`src/rtl/ims_pkg.sv`:
```
// ----------------------------------------------------------------------------
// ims_pkg
// Types and constants shared by the inline markup stripper modules.
// ----------------------------------------------------------------------------
package ims_pkg;

	localparam int MAX_LEN = 4096;

	localparam int POS_W  = 12;
	localparam int CNT_W  = 13;
	localparam int CHAR_W = 16;

	localparam logic [CNT_W-1:0] RC_SAT =
		(MAX_LEN < 8191) ? CNT_W'(MAX_LEN) : CNT_W'(8191);

	localparam logic [CHAR_W-1:0] CH_BAR     = 16'h007C;
	localparam logic [CHAR_W-1:0] CH_COLOUR  = 16'h0063;
	localparam logic [CHAR_W-1:0] CH_RESTORE = 16'h0072;
	localparam logic [CHAR_W-1:0] CH_LINK_ON = 16'h0048;
	localparam logic [CHAR_W-1:0] CH_LINK_OFF = 16'h0068;
	localparam logic [CHAR_W-1:0] CH_EMOJI_ON = 16'h0045;
	localparam logic [CHAR_W-1:0] CH_EMOJI_OFF = 16'h0065;

	localparam logic [3:0]       COLOUR_SKIP = 4'd8;
	localparam logic [CNT_W-1:0] COLOUR_MIN_LEFT = 13'd9;

	typedef enum logic {
		CFG_EMOJI_ENABLE = 1'b0,
		CFG_QUERY_POS    = 1'b1
	} cfg_index_t;

	typedef enum logic {
		KIND_VISIBLE = 1'b0,
		KIND_SUMMARY = 1'b1
	} kind_t;

	// Results caused by one character: a bar, a character, a summary.
	typedef struct packed {
		logic [2:0]        mask;
		logic [POS_W-1:0]  a_render;
		logic [POS_W-1:0]  a_caret;
		logic [CHAR_W-1:0] b_char;
		logic [POS_W-1:0]  b_render;
		logic [POS_W-1:0]  b_caret;
		logic [CNT_W-1:0]  sum_count;
		logic [POS_W-1:0]  sum_answer;
	} ims_bundle_t;

endpackage

```
`src/rtl/ims_step.sv`:
```
// ----------------------------------------------------------------------------
// ims_step
// Input register and markup parser; builds the result bundle of one character.
// ----------------------------------------------------------------------------
module ims_step
	import ims_pkg::*;
(
	input  logic              clk,
	input  logic              arst_n,
	input  logic              in_valid,
	output logic              in_stall,
	input  logic [CHAR_W-1:0] char_code,
	input  logic [CNT_W-1:0]  chars_left,
	input  logic              emoji_enable,
	input  logic [CNT_W-1:0]  query_render_pos,
	input  logic              slot_free,
	output logic              bundle_load,
	output ims_bundle_t       bundle
);

	logic              valid_s1;
	logic [CHAR_W-1:0] char_s1;
	logic [CNT_W-1:0]  left_s1;

	logic              bar_pending_q;
	logic [POS_W-1:0]  bar_position_q;
	logic [3:0]        skip_left_q;
	logic              hidden_span_q;
	logic              colour_active_q;
	logic [POS_W-1:0]  caret_hold_q;
	logic [POS_W-1:0]  source_position_q;
	logic [CNT_W-1:0]  render_count_q;
	logic              query_found_q;
	logic [POS_W-1:0]  query_hold_q;

	logic              bar_pending_n;
	logic [POS_W-1:0]  bar_position_n;
	logic [3:0]        skip_left_n;
	logic              hidden_span_n;
	logic              colour_active_n;
	logic [POS_W-1:0]  caret_hold_n;
	logic [CNT_W-1:0]  render_count_n;
	logic              query_found_n;
	logic [POS_W-1:0]  query_hold_n;

	logic              vis_a;
	logic              vis_b;
	logic [CHAR_W-1:0] b_char;
	logic [POS_W-1:0]  b_pos;
	logic              last;
	logic              in_take;

	assign bundle_load = valid_s1 && slot_free;
	assign in_stall    = valid_s1 && !slot_free;
	assign in_take     = in_valid && !in_stall;
	assign last        = (left_s1 <= 13'd1);

	always_ff @(posedge clk or negedge arst_n) begin
		if (!arst_n) begin
			valid_s1 <= 1'b0;
		end else if (in_take) begin
			valid_s1 <= 1'b1;
		end else if (bundle_load) begin
			valid_s1 <= 1'b0;
		end
	end

	always_ff @(posedge clk) begin
		if (in_take) begin
			char_s1 <= char_code;
			left_s1 <= chars_left;
		end
	end

	always_comb begin
		bar_pending_n   = bar_pending_q;
		bar_position_n  = bar_position_q;
		skip_left_n     = skip_left_q;
		hidden_span_n   = hidden_span_q;
		colour_active_n = colour_active_q;
		caret_hold_n    = caret_hold_q;
		render_count_n  = render_count_q;
		query_found_n   = query_found_q;
		query_hold_n    = query_hold_q;
		vis_a  = 1'b0;
		vis_b  = 1'b0;
		b_char = char_s1;
		b_pos  = source_position_q;
		bundle = '0;

		priority if (skip_left_q != 4'd0) begin
			skip_left_n = skip_left_q - 4'd1;
		end else if (bar_pending_q) begin
			bar_pending_n = 1'b0;
			priority if (char_s1 == CH_BAR) begin
				vis_b = 1'b1;
				b_pos = bar_position_q;
			end else if (char_s1 == CH_COLOUR && left_s1 >= COLOUR_MIN_LEFT) begin
				colour_active_n = 1'b1;
				caret_hold_n    = bar_position_q;
				skip_left_n     = COLOUR_SKIP;
			end else if (char_s1 == CH_RESTORE) begin
				colour_active_n = 1'b0;
			end else if (char_s1 == CH_LINK_ON) begin
				hidden_span_n = 1'b1;
			end else if (char_s1 == CH_LINK_OFF) begin
				hidden_span_n = 1'b0;
			end else if (emoji_enable && char_s1 == CH_EMOJI_ON) begin
				hidden_span_n = 1'b1;
			end else if (emoji_enable && char_s1 == CH_EMOJI_OFF) begin
				hidden_span_n = 1'b0;
			end else begin
				vis_a = 1'b1;
				vis_b = 1'b1;
			end
		end else if (char_s1 == CH_BAR && left_s1 >= 13'd2) begin
			bar_pending_n  = 1'b1;
			bar_position_n = source_position_q;
		end else begin
			vis_b = 1'b1;
		end

		// plain bar ahead of the character
		if (vis_a && !hidden_span_q) begin
			if (!colour_active_q) begin
				caret_hold_n = bar_position_q;
			end
			if (!query_found_n && query_render_pos <= render_count_n) begin
				query_found_n = 1'b1;
				query_hold_n  = caret_hold_n;
			end
			bundle.mask[0]  = 1'b1;
			bundle.a_render = render_count_n[POS_W-1:0];
			bundle.a_caret  = caret_hold_n;
			if (render_count_n < RC_SAT) begin
				render_count_n = render_count_n + 13'd1;
			end
		end

		if (vis_b && !hidden_span_q) begin
			if (!colour_active_q) begin
				caret_hold_n = b_pos;
			end
			if (!query_found_n && query_render_pos <= render_count_n) begin
				query_found_n = 1'b1;
				query_hold_n  = caret_hold_n;
			end
			bundle.mask[1]  = 1'b1;
			bundle.b_char   = b_char;
			bundle.b_render = render_count_n[POS_W-1:0];
			bundle.b_caret  = caret_hold_n;
			if (render_count_n < RC_SAT) begin
				render_count_n = render_count_n + 13'd1;
			end
		end

		if (last) begin
			bundle.mask[2]    = 1'b1;
			bundle.sum_count  = render_count_n;
			bundle.sum_answer = query_found_n ? query_hold_n : caret_hold_n;
		end
	end

	always_ff @(posedge clk or negedge arst_n) begin
		if (!arst_n) begin
			bar_pending_q     <= 1'b0;
			bar_position_q    <= '0;
			skip_left_q       <= '0;
			hidden_span_q     <= 1'b0;
			colour_active_q   <= 1'b0;
			caret_hold_q      <= '0;
			source_position_q <= '0;
			render_count_q    <= '0;
			query_found_q     <= 1'b0;
			query_hold_q      <= '0;
		end else if (bundle_load) begin
			if (last) begin
				bar_pending_q     <= 1'b0;
				bar_position_q    <= '0;
				skip_left_q       <= '0;
				hidden_span_q     <= 1'b0;
				colour_active_q   <= 1'b0;
				caret_hold_q      <= '0;
				source_position_q <= '0;
				render_count_q    <= '0;
				query_found_q     <= 1'b0;
				query_hold_q      <= '0;
			end else begin
				bar_pending_q     <= bar_pending_n;
				bar_position_q    <= bar_position_n;
				skip_left_q       <= skip_left_n;
				hidden_span_q     <= hidden_span_n;
				colour_active_q   <= colour_active_n;
				caret_hold_q      <= caret_hold_n;
				source_position_q <= source_position_q + 12'd1;
				render_count_q    <= render_count_n;
				query_found_q     <= query_found_n;
				query_hold_q      <= query_hold_n;
			end
		end
	end

endmodule

```
`src/rtl/ims_outq.sv`:
```
// ----------------------------------------------------------------------------
// ims_outq
// Result register; hands out the bundle of one character one result at a time.
// ----------------------------------------------------------------------------
module ims_outq
	import ims_pkg::*;
(
	input  logic               clk,
	input  logic               arst_n,
	input  logic               bundle_load,
	input  ims_bundle_t        bundle,
	output logic               slot_free,
	output logic               out_valid,
	input  logic               out_stall,
	output logic               kind,
	output logic [CHAR_W-1:0]  out_char,
	output logic [POS_W-1:0]   render_index,
	output logic [POS_W-1:0]   caret_index,
	output logic [CNT_W-1:0]   visible_count,
	output logic [POS_W-1:0]   query_answer,
	output logic               end_flag
);

	logic [2:0]  mask_s2;
	ims_bundle_t data_s2;
	logic [2:0]  first_bit;
	logic        out_take;

	assign first_bit = mask_s2 & (~mask_s2 + 3'd1);
	assign out_valid = |mask_s2;
	assign out_take  = out_valid && !out_stall;
	assign slot_free = !out_valid || (out_take && (mask_s2 == first_bit));

	always_ff @(posedge clk or negedge arst_n) begin
		if (!arst_n) begin
			mask_s2 <= '0;
		end else if (bundle_load) begin
			mask_s2 <= bundle.mask;
		end else if (out_take) begin
			mask_s2 <= mask_s2 & ~first_bit;
		end
	end

	always_ff @(posedge clk) begin
		if (bundle_load) begin
			data_s2 <= bundle;
		end
	end

	always_comb begin
		kind          = KIND_VISIBLE;
		out_char      = '0;
		render_index  = '0;
		caret_index   = '0;
		visible_count = '0;
		query_answer  = '0;
		end_flag      = 1'b0;
		priority if (mask_s2[0]) begin
			out_char     = CH_BAR;
			render_index = data_s2.a_render;
			caret_index  = data_s2.a_caret;
		end else if (mask_s2[1]) begin
			out_char     = data_s2.b_char;
			render_index = data_s2.b_render;
			caret_index  = data_s2.b_caret;
		end else begin
			kind          = KIND_SUMMARY;
			visible_count = data_s2.sum_count;
			query_answer  = data_s2.sum_answer;
			end_flag      = 1'b1;
		end
	end

endmodule

```
`src/rtl/inline_markup_stripper.sv`:
```
// ----------------------------------------------------------------------------
// inline_markup_stripper
// Strips bar-escape markup from a character stream and maps carets.
// ----------------------------------------------------------------------------
// A character's first result is shown once it has passed the input and result registers.
// Throughput: one character per cycle while each yields at most one result and
//   out_stall is low; a character with two or three results holds the input
//   until the single result port has handed all of them out.
// Reset: clears the pipeline, string state and both configuration registers.
module inline_markup_stripper
	import ims_pkg::*;
(
	input  logic              clk,
	input  logic              arst_n,
	input  logic              cfg_we,
	input  logic              cfg_index,
	input  logic [CNT_W-1:0]  cfg_data,
	input  logic              in_valid,
	output logic              in_stall,
	input  logic [CHAR_W-1:0] char_code,
	input  logic [CNT_W-1:0]  chars_left,
	output logic              out_valid,
	input  logic              out_stall,
	output logic              kind,
	output logic [CHAR_W-1:0] out_char,
	output logic [POS_W-1:0]  render_index,
	output logic [POS_W-1:0]  caret_index,
	output logic [CNT_W-1:0]  visible_count,
	output logic [POS_W-1:0]  query_answer,
	output logic              end_flag
);

	logic             emoji_enable_q;
	logic [CNT_W-1:0] query_render_pos_q;
	logic             slot_free;
	logic             bundle_load;
	ims_bundle_t      bundle;

	always_ff @(posedge clk or negedge arst_n) begin
		if (!arst_n) begin
			emoji_enable_q     <= 1'b0;
			query_render_pos_q <= '0;
		end else if (cfg_we) begin
			unique case (cfg_index_t'(cfg_index))
				CFG_EMOJI_ENABLE: emoji_enable_q     <= cfg_data[0];
				CFG_QUERY_POS:    query_render_pos_q <= cfg_data;
			endcase
		end
	end

	ims_step u_step (
		.clk              (clk),
		.arst_n           (arst_n),
		.in_valid         (in_valid),
		.in_stall         (in_stall),
		.char_code        (char_code),
		.chars_left       (chars_left),
		.emoji_enable     (emoji_enable_q),
		.query_render_pos (query_render_pos_q),
		.slot_free        (slot_free),
		.bundle_load      (bundle_load),
		.bundle           (bundle)
	);

	ims_outq u_outq (
		.clk           (clk),
		.arst_n        (arst_n),
		.bundle_load   (bundle_load),
		.bundle        (bundle),
		.slot_free     (slot_free),
		.out_valid     (out_valid),
		.out_stall     (out_stall),
		.kind          (kind),
		.out_char      (out_char),
		.render_index  (render_index),
		.caret_index   (caret_index),
		.visible_count (visible_count),
		.query_answer  (query_answer),
		.end_flag      (end_flag)
	);

endmodule

```
`config.mk`:
```
export PLATFORM = sky130hd
export DESIGN_NAME = inline_markup_stripper
export DESIGN_NICKNAME = d
export VERILOG_FILES = /design/src/rtl/ims_pkg.sv /design/src/rtl/ims_step.sv /design/src/rtl/ims_outq.sv /design/src/rtl/inline_markup_stripper.sv
export SDC_FILE = /design/constraint.sdc
export NUM_CORES = 1
export LEC_CHECK = 0
export BUFFER_PORTS_ARGS = -buffer_cell sky130_fd_sc_hd__buf_4
export CORE_MARGIN = 3
export CORE_UTILIZATION = 55
export CTS_BUF_LIST = sky130_fd_sc_hd__clkbuf_4 sky130_fd_sc_hd__clkbuf_8
export CTS_CLUSTER_SIZE = 24
export DETAILED_ROUTE_END_ITERATION = 10
export PLACE_DENSITY = 0.77
export SLEW_MARGIN = 40
export SYNTH_ARGS = -nofsm -noshare
export SYNTH_HDL_FRONTEND = slang
export SYNTH_SLANG_ARGS = --single-unit
export TNS_END_PERCENT = 10
```
`constraint.sdc`:
```
create_clock -name clk -period 5.9 [get_ports clk]
set_clock_uncertainty 0.15 [all_clocks]
set_input_delay 0.59 -clock clk [delete_from_list [all_inputs] [get_ports clk]]
set_output_delay 0.59 -clock clk [all_outputs]
set_load 0.02 [all_outputs]
```
# Word-level counts from Yosys, hierarchy flattened
# Cells that the tools add are included.
[word_totals]
register_bits = 205
latchBits = 0
ramBits = 0
mem_bits_ro = 0
inputBits = 48
output_inout_bits = 69
word_cells = 183
n_memories = 0
[classes]
add_sub_neg = 5
n_mul = 0
div_mod_pow = 0
order_cmp = 7
n_eq_ne = 14
shifts = 0
muxes = 91
bitwise_logic = 5
reduce_logical = 38
[ops]
columns = ["op", "n"]
rows = [
  ["12-bit 2-to-1 mux", 30],
  ["16-bit by 7-bit equality test with 1-bit output (second input constant)", 7],
  ["13-bit 2-to-1 mux", 7],
  ["1-bit 2-to-1 mux", 44],
  ["16-bit 2-to-1 mux", 2],
  ["13-bit by 1-bit adder with 13-bit output (second input constant)", 2],
  ["13-bit <= comparator", 2],
  ["13-bit less-than comparator (second input constant)", 2],
  ["25-bit 2-to-1 mux", 1],
  ["4-bit 2-to-1 mux", 5],
  ["13-bit by 2-bit >= comparator with 1-bit output (second input constant)", 1],
  ["13-bit by 4-bit >= comparator with 1-bit output (second input constant)", 1],
  ["13-bit by 1-bit <= comparator with 1-bit output (second input constant)", 1],
  ["1-bit logical AND", 13],
  ["12-bit by 1-bit adder with 12-bit output (second input constant)", 1],
  ["3-bit nonzero test", 3],
  ["2-bit by 1-bit != test with 1-bit output (second input constant)", 4],
  ["4-bit AND reduction", 2],
  ["2-bit nonzero test", 4],
  ["1-bit zero test", 7],
  ["7-bit AND reduction", 1],
  ["3-bit bitwise AND", 2],
  ["3-bit 2-to-1 mux", 2],
  ["3-bit inverter", 2],
  ["other kinds (12)", 14],
]

# Longest topological paths before layout
[depth]
word_depth = 18
ltp_mapped = 19
ltp_nobuf = 18

# By module
# A second synthesis with hierarchy kept.
[hier_totals]
hier_cells = 1002
area_unflattened_um2 = 10802.9
[by_module_without_submodules]
columns = ["mod", "instances", "cells_each", "area_per_inst_um2", "seq_area_each_um2"]
rows = [
  ["ims_step", 1, 787, 6834.1, 2622.5],
  ["ims_outq", 1, 184, 3399.5, 2747.6],
  ["inline_markup_stripper", 1, 31, 569.3, 350.3],
]

# Least setup slack after synthesis
# OpenSTA, ideal clock, no wires.
[synth_timing]
path_kind = "input -> register"
start = "in out_stall"
end = "reg u_outq.data_s2[0] in the netlist's numbering, enable pin"
setup_time_ns = 0.488
t_arrival_ns = 4.268
required_time_ns = 5.262
slack_ns = 0.994
stages = 6
path_buffers = 2
path_cell_list = "maj3_1 -> o21ai_0 -> nand2_1 -> inv_1 -> clkbuf_1 -> clkbuf_1"
[synth_between]
elab_chain_cells = 5
[synth_rtl]
columns = ["item", "line", "text"]
rows = [
  ["from (decl)", "inline_markup_stripper.sv:23", "input logic out_stall,"],
  ["1-bit zero test", "ims_outq.sv:31", "assign out_take = out_valid && !out_stall;"],
  ["1-bit logical AND", "ims_outq.sv:31", ""],
  ["1-bit logical AND", "ims_outq.sv:32", "assign slot_free = !out_valid || (out_take && (mask_s2 == first_bit));"],
  ["1-bit logical OR", "ims_outq.sv:32", ""],
  ["1-bit logical AND", "ims_step.sv:53", "assign bundle_load = valid_s1 && slot_free;"],
  ["named net bundle_load", "inline_markup_stripper.sv:36", "logic bundle_load;"],
  ["to (signal assigned)", "ims_outq.sv:46", "data_s2 <= bundle;"],
  ["to (decl)", "ims_outq.sv:25", "ims_bundle_t data_s2;"],
]
# The timed path passes the listed nets, and every way through them passes these cells.
# A chain may end at the register's enable or synchronous reset.

# Final worst setup path
[layout_timing]
start = "reg u_step.skip_left_q[0]"
end = "reg u_step.query_hold_q[1]"
[layout_between]
elab_chain_cells = 9
word_cells_on_any_way = 21
classes_between = "order compare (1); mux (15); reduce/logical (5)"
[layout_rtl]
columns = ["item", "line", "text"]
rows = [
  ["from (decl)", "ims_step.sv:27", "logic [3:0] skip_left_q;"],
  ["from (signal assigned)", "ims_step.sv:191", "skip_left_q <= skip_left_n;"],
  ["4-bit nonzero test (*)", "ims_step.sv:91", "priority if (skip_left_q != 4'd0) begin"],
  ["1-bit 2-to-1 mux / 12-bit 2-to-1 mux (equally long branches)", "ims_step.sv:91", ""],
  ["1-bit logical AND / 12-bit 2-to-1 mux (equally long branches)", "ims_step.sv:124, ims_step.sv:125", ""],
  ["13-bit 2-to-1 mux (tied with other cells)", "ims_step.sv:124", "if (vis_a && !hidden_span_q) begin"],
  ["13-bit <= comparator (tied with other cells)", "ims_step.sv:144", "if (!query_found_n && query_render_pos <= render_count_n) begin"],
  ["1-bit logical AND (tied with other cells)", "ims_step.sv:144", ""],
  ["12-bit 2-to-1 mux", "ims_step.sv:144", ""],
  ["12-bit 2-to-1 mux (*)", "ims_step.sv:140", "if (vis_b && !hidden_span_q) begin"],
  ["12-bit 2-to-1 mux (*)", "ims_step.sv:177", "if (last) begin"],
  ["to (signal assigned)", "ims_step.sv:198", "query_hold_q <= query_hold_n;"],
  ["to (decl)", "ims_step.sv:34", "logic [POS_W-1:0] query_hold_q;"],
]
# Every way passes the cells marked *; elsewhere a longest branch is shown, timed or not. The select of a mux whose other input is x is not followed.

==> metrics.md <==
| Metric | Value |
|---|---|
| Status | `complete, no violations` |
| WP buf/inv | `2` |
| Vias per Instance | `5.91` |
| Core area | `0.0198 mm²` |
| Final Hold Vio Count | `0` |
| RSZ-0062 raised after global routing | `no` |
| Initial DRC count | `766` |
| Syn_area_per_cell | `11.1 µm²` |
| Total routed wirelength | `28.2 mm` |
| Row cnt | `51` |
| Ys flop type | `edfxtp_1` |
| Worst path cell trace | `inv_1 > ha_1 > nor3b_2 > nand4_2 > a2111oi_0 > xnor2_2 > inv_1 > ha_1 > nand4_1 > nor2_1 > a311oi_1 > nand2_1 > nor3_1 > o21a_1 > o211a_1 > o21a_2 > o211ai_1` |
| Initial antenna violation count | `0` |
| Drt pass-1 iters | `5` |
| Most frequent cells in the layout | `buf_4 (134), edfxtp_1 (118), nor2_1 (101)` |
| PD cells | `262 mW/mm²` |
| Reg area | `0.00572 mm²` |
| Die Ht | `149 µm` |
| Yosys warns | `0` |
| CP Class | `reg -> reg` |
| Detailed-route via count | `8384` |
| Fillers | `1539` |
| Largest net degree at the start of global routing | `57` |
| Tmin final | `5.29 ns` |
| Die area | `0.0222 mm²` |
| Clock Path Buffers | `3` |
| Syn Inst Count | `1016` |
| Placer Congestion | `0.939` |
| Slowest cell on crit path | `a2111oi_0` |
| CP peak stage delay | `0.78 ns` |
| IO Count | `117` |
| P_leak | `0.00543 µW` |
| Total number of H-tree levels | `2` |
| Worst-margin pin slew | `0.829 ns` |
| IO Port Bufs | `116` |
| Max IR drop VDD | `0.000234 V` |
| Endpoint type of the worst setup path | `flop` |
| Overflow left after global routing | `0` |
| Drt wl/cell | `19.9 µm` |
| Area grow syn2layout | `15.3%` |
| Synth async-reset ratio | `0.424` |
| Setup TNS | `0 ns` |
| Top delay family on crit path | `compound AO/OA/AOI/OAI gates` |
| Fraction of layout instances using a drive strength above 1 | `0.251` |
| Synthesized area | `0.0112 mm²` |
| Post-synth EDFFs | `118` |
| Hold/Removal Path Class | `in -> reg` |
| Fin cells | `1418` |
| Register area share after synthesis | `0.509` |
| Finish-stage setup viols | `0` |
| Root Buffer | `clkbuf_8` |
| Final nets | `1203` |
| Multi-input gate area | `0.00512 mm²` |
| TritonCTS clock tree | `built` |
| Fin util | `0.655` |
| Total CTS buffers | `34` |
| CP arrival | `5.53 ns` |
| Synth top area share | `0.315` |
| GR Util All Layers | `0.257` |
| Fin. max-slew vios | `0` |
| Hpwl dp | `19.8 mm` |
| Starting Density | `0.568` |
| CTS resizes | `0` |
| Critical-path maximum fanout | `14` |
| Antenna diodes | `0` |
| DRC | `0` |
| Inst Count DP | `1356` |
| Commonest non-fill, non-tap cell in the layout | `buf_4` |
| Clk sink count | `205` |
| CTS clk-pin slew, worst paths | `0.06 ns` |
| Area of placed instances | `0.0123 mm²` |
| Global-route wire length before repair | `44.9 mm` |
| Post-synthesis cell type count | `79` |
| Vias in the first global route | `8088` |
| Final Cell Area | `0.0130 mm²` |
| Final period utilization | `0.897` |
| Seq cells post-synth | `205` |
| Max Cap Viol | `0` |
| Crit path required time | `6.14 ns` |
| Detail Route Antenna Nets | `0` |
| Worst setup SP type | `flop` |
| Maximum clock rate | `189 MHz` |
| Area contributors post-synth | `edfxtp_1 (32%), dfrtp_1 (19%), mux2_2 (5.6%)` |
| Clock latency on the worst-skew pair | `0.53 ns` |
| Die W | `149 µm` |
| Slew margin rel. | `0.433` |
| Dominant cell type by area after synthesis | `edfxtp_1` |
| Syn_nets | `1091` |
## Yosys cell counts, types with 8 or more instances
| library cell | instances |
|---|---|
| o31ai_1 | 10 |
| and2_1 | 70 |
| dfrtp_1 | 87 |
| mux2i_1 | 47 |
| inv_1 | 29 |
| xnor2_1 | 14 |
| a22o_1 | 25 |
| o211ai_1 | 17 |
| a21o_1 | 10 |
| nand2b_1 | 14 |
| edfxtp_1 | 118 |
| clkbuf_1 | 42 |
| ha_1 | 27 |
| nor2_1 | 101 |
| or3_1 | 8 |
| a21oi_1 | 19 |
| nor4_1 | 10 |
| o211ai_2 | 11 |
| nand4_1 | 10 |
| nand3_1 | 32 |
| nor3_1 | 15 |
| nand2_1 | 89 |
| o22ai_1 | 9 |
| mux2_2 | 56 |
| o21ai_0 | 37 |
| xor2_1 | 9 |
## final cells by class
type | count | area share
clock inverters | 18 | 0.00888
flip-flops and latches | 205 | 0.442
repair buffers | 135 | 0.0784
multi-input cells | 722 | 0.395
inverters | 30 | 0.00888
well taps | 265 | 0.0256
clock buffers | 43 | 0.0418
## registers in the layout, summed over array words and instances, names as in the netlist, 3 cells and up
name / count
u_step.left_s1: 13
u_step.skip_left_q: 4
u_step.query_hold_q: 12
u_outq.data_s2: 89
query_render_pos_q: 13
u_step.b_char: 16
u_step.render_count_q: 13
u_step.bar_position_q: 12
u_outq.mask_s2: 3
u_step.caret_hold_q: 12
u_step.source_position_q: 12
## final timing paths
path | from | end | slack [ns] | depth (start not counted)
max | u_step.skip_left_q[0] | u_step.query_hold_q[1] | 0.61 | 17
min | chars_left[3] | u_step.left_s1[3] | 0.09 | 1
max reg2reg | u_step.skip_left_q[0] | u_step.query_hold_q[1] | 0.61 | 17
min reg2reg | u_step.render_count_q[8] | u_step.render_count_q[8] | 0.33 | 2
max in group asynchronous | arst_n | emoji_enable_q | 4.05 | 3
min in group asynchronous | arst_n | u_step.query_hold_q[6] | 0.46 | 2
## where the power goes
group / leakage [µW] / internal, µW / switching (µW) / total (µW)
clock network: 0.000346 / 652 / 577 / 1230
logic: 0.00271 / 182 / 270 / 451
registers: 0.00237 / 1610 / 98.3 / 1710
## cell families after synthesis
kind of cell,synth area share
compound gates,0.120
xor+xnor,0.0243
fa+ha+maj,0.0309
buf+inv,0.0367
flops,0.509
mux,0.103
simple gates,0.175
## what timing repair did
item	CTS	global route
endpoints found under the hold margin	40	0
buffers inserted	0	0
hold buffers	1	0
## routing by layer
layer | track usage | up-vias | share of wire
li1 | - | 3931 | -
met1 | 0.379 | 4049 | 0.45
met2 | 0.390 | 356 | 0.45
met3 | 0.0517 | 48 | 0.084
met4 | 0.0719 | 0 | 0.022
met5 | 0 | - | 0
## per-stage QoR
step                      total power [µW]  hold slack [ns]  setup slack (ns)
final                                 3390           0.0914             0.610
after global routing                  3540           0.0703             0.139
after CTS                             3400           0.0632             0.695
after detailed placement              2180            0.316             0.751
after global placement                2160            0.312             0.946
after floorplan                       2010            0.144             0.994
## worst reg2reg max path, cell delays in order, from the launching register on
cell and delay [ns]:
dfrtp_1 0.41, inv_1 0.12, ha_1 0.20, nor3b_2 0.47, nand4_2 0.42, a2111oi_0 0.78
xnor2_2 0.23, inv_1 0.11, ha_1 0.28, nand4_1 0.11, nor2_1 0.08, a311oi_1 0.27
nand2_1 0.10, nor3_1 0.25, o21a_1 0.18, o211a_1 0.41, o21a_2 0.44, o211ai_1 0.16
Note: power is estimated with default switching activity, not from simulation.
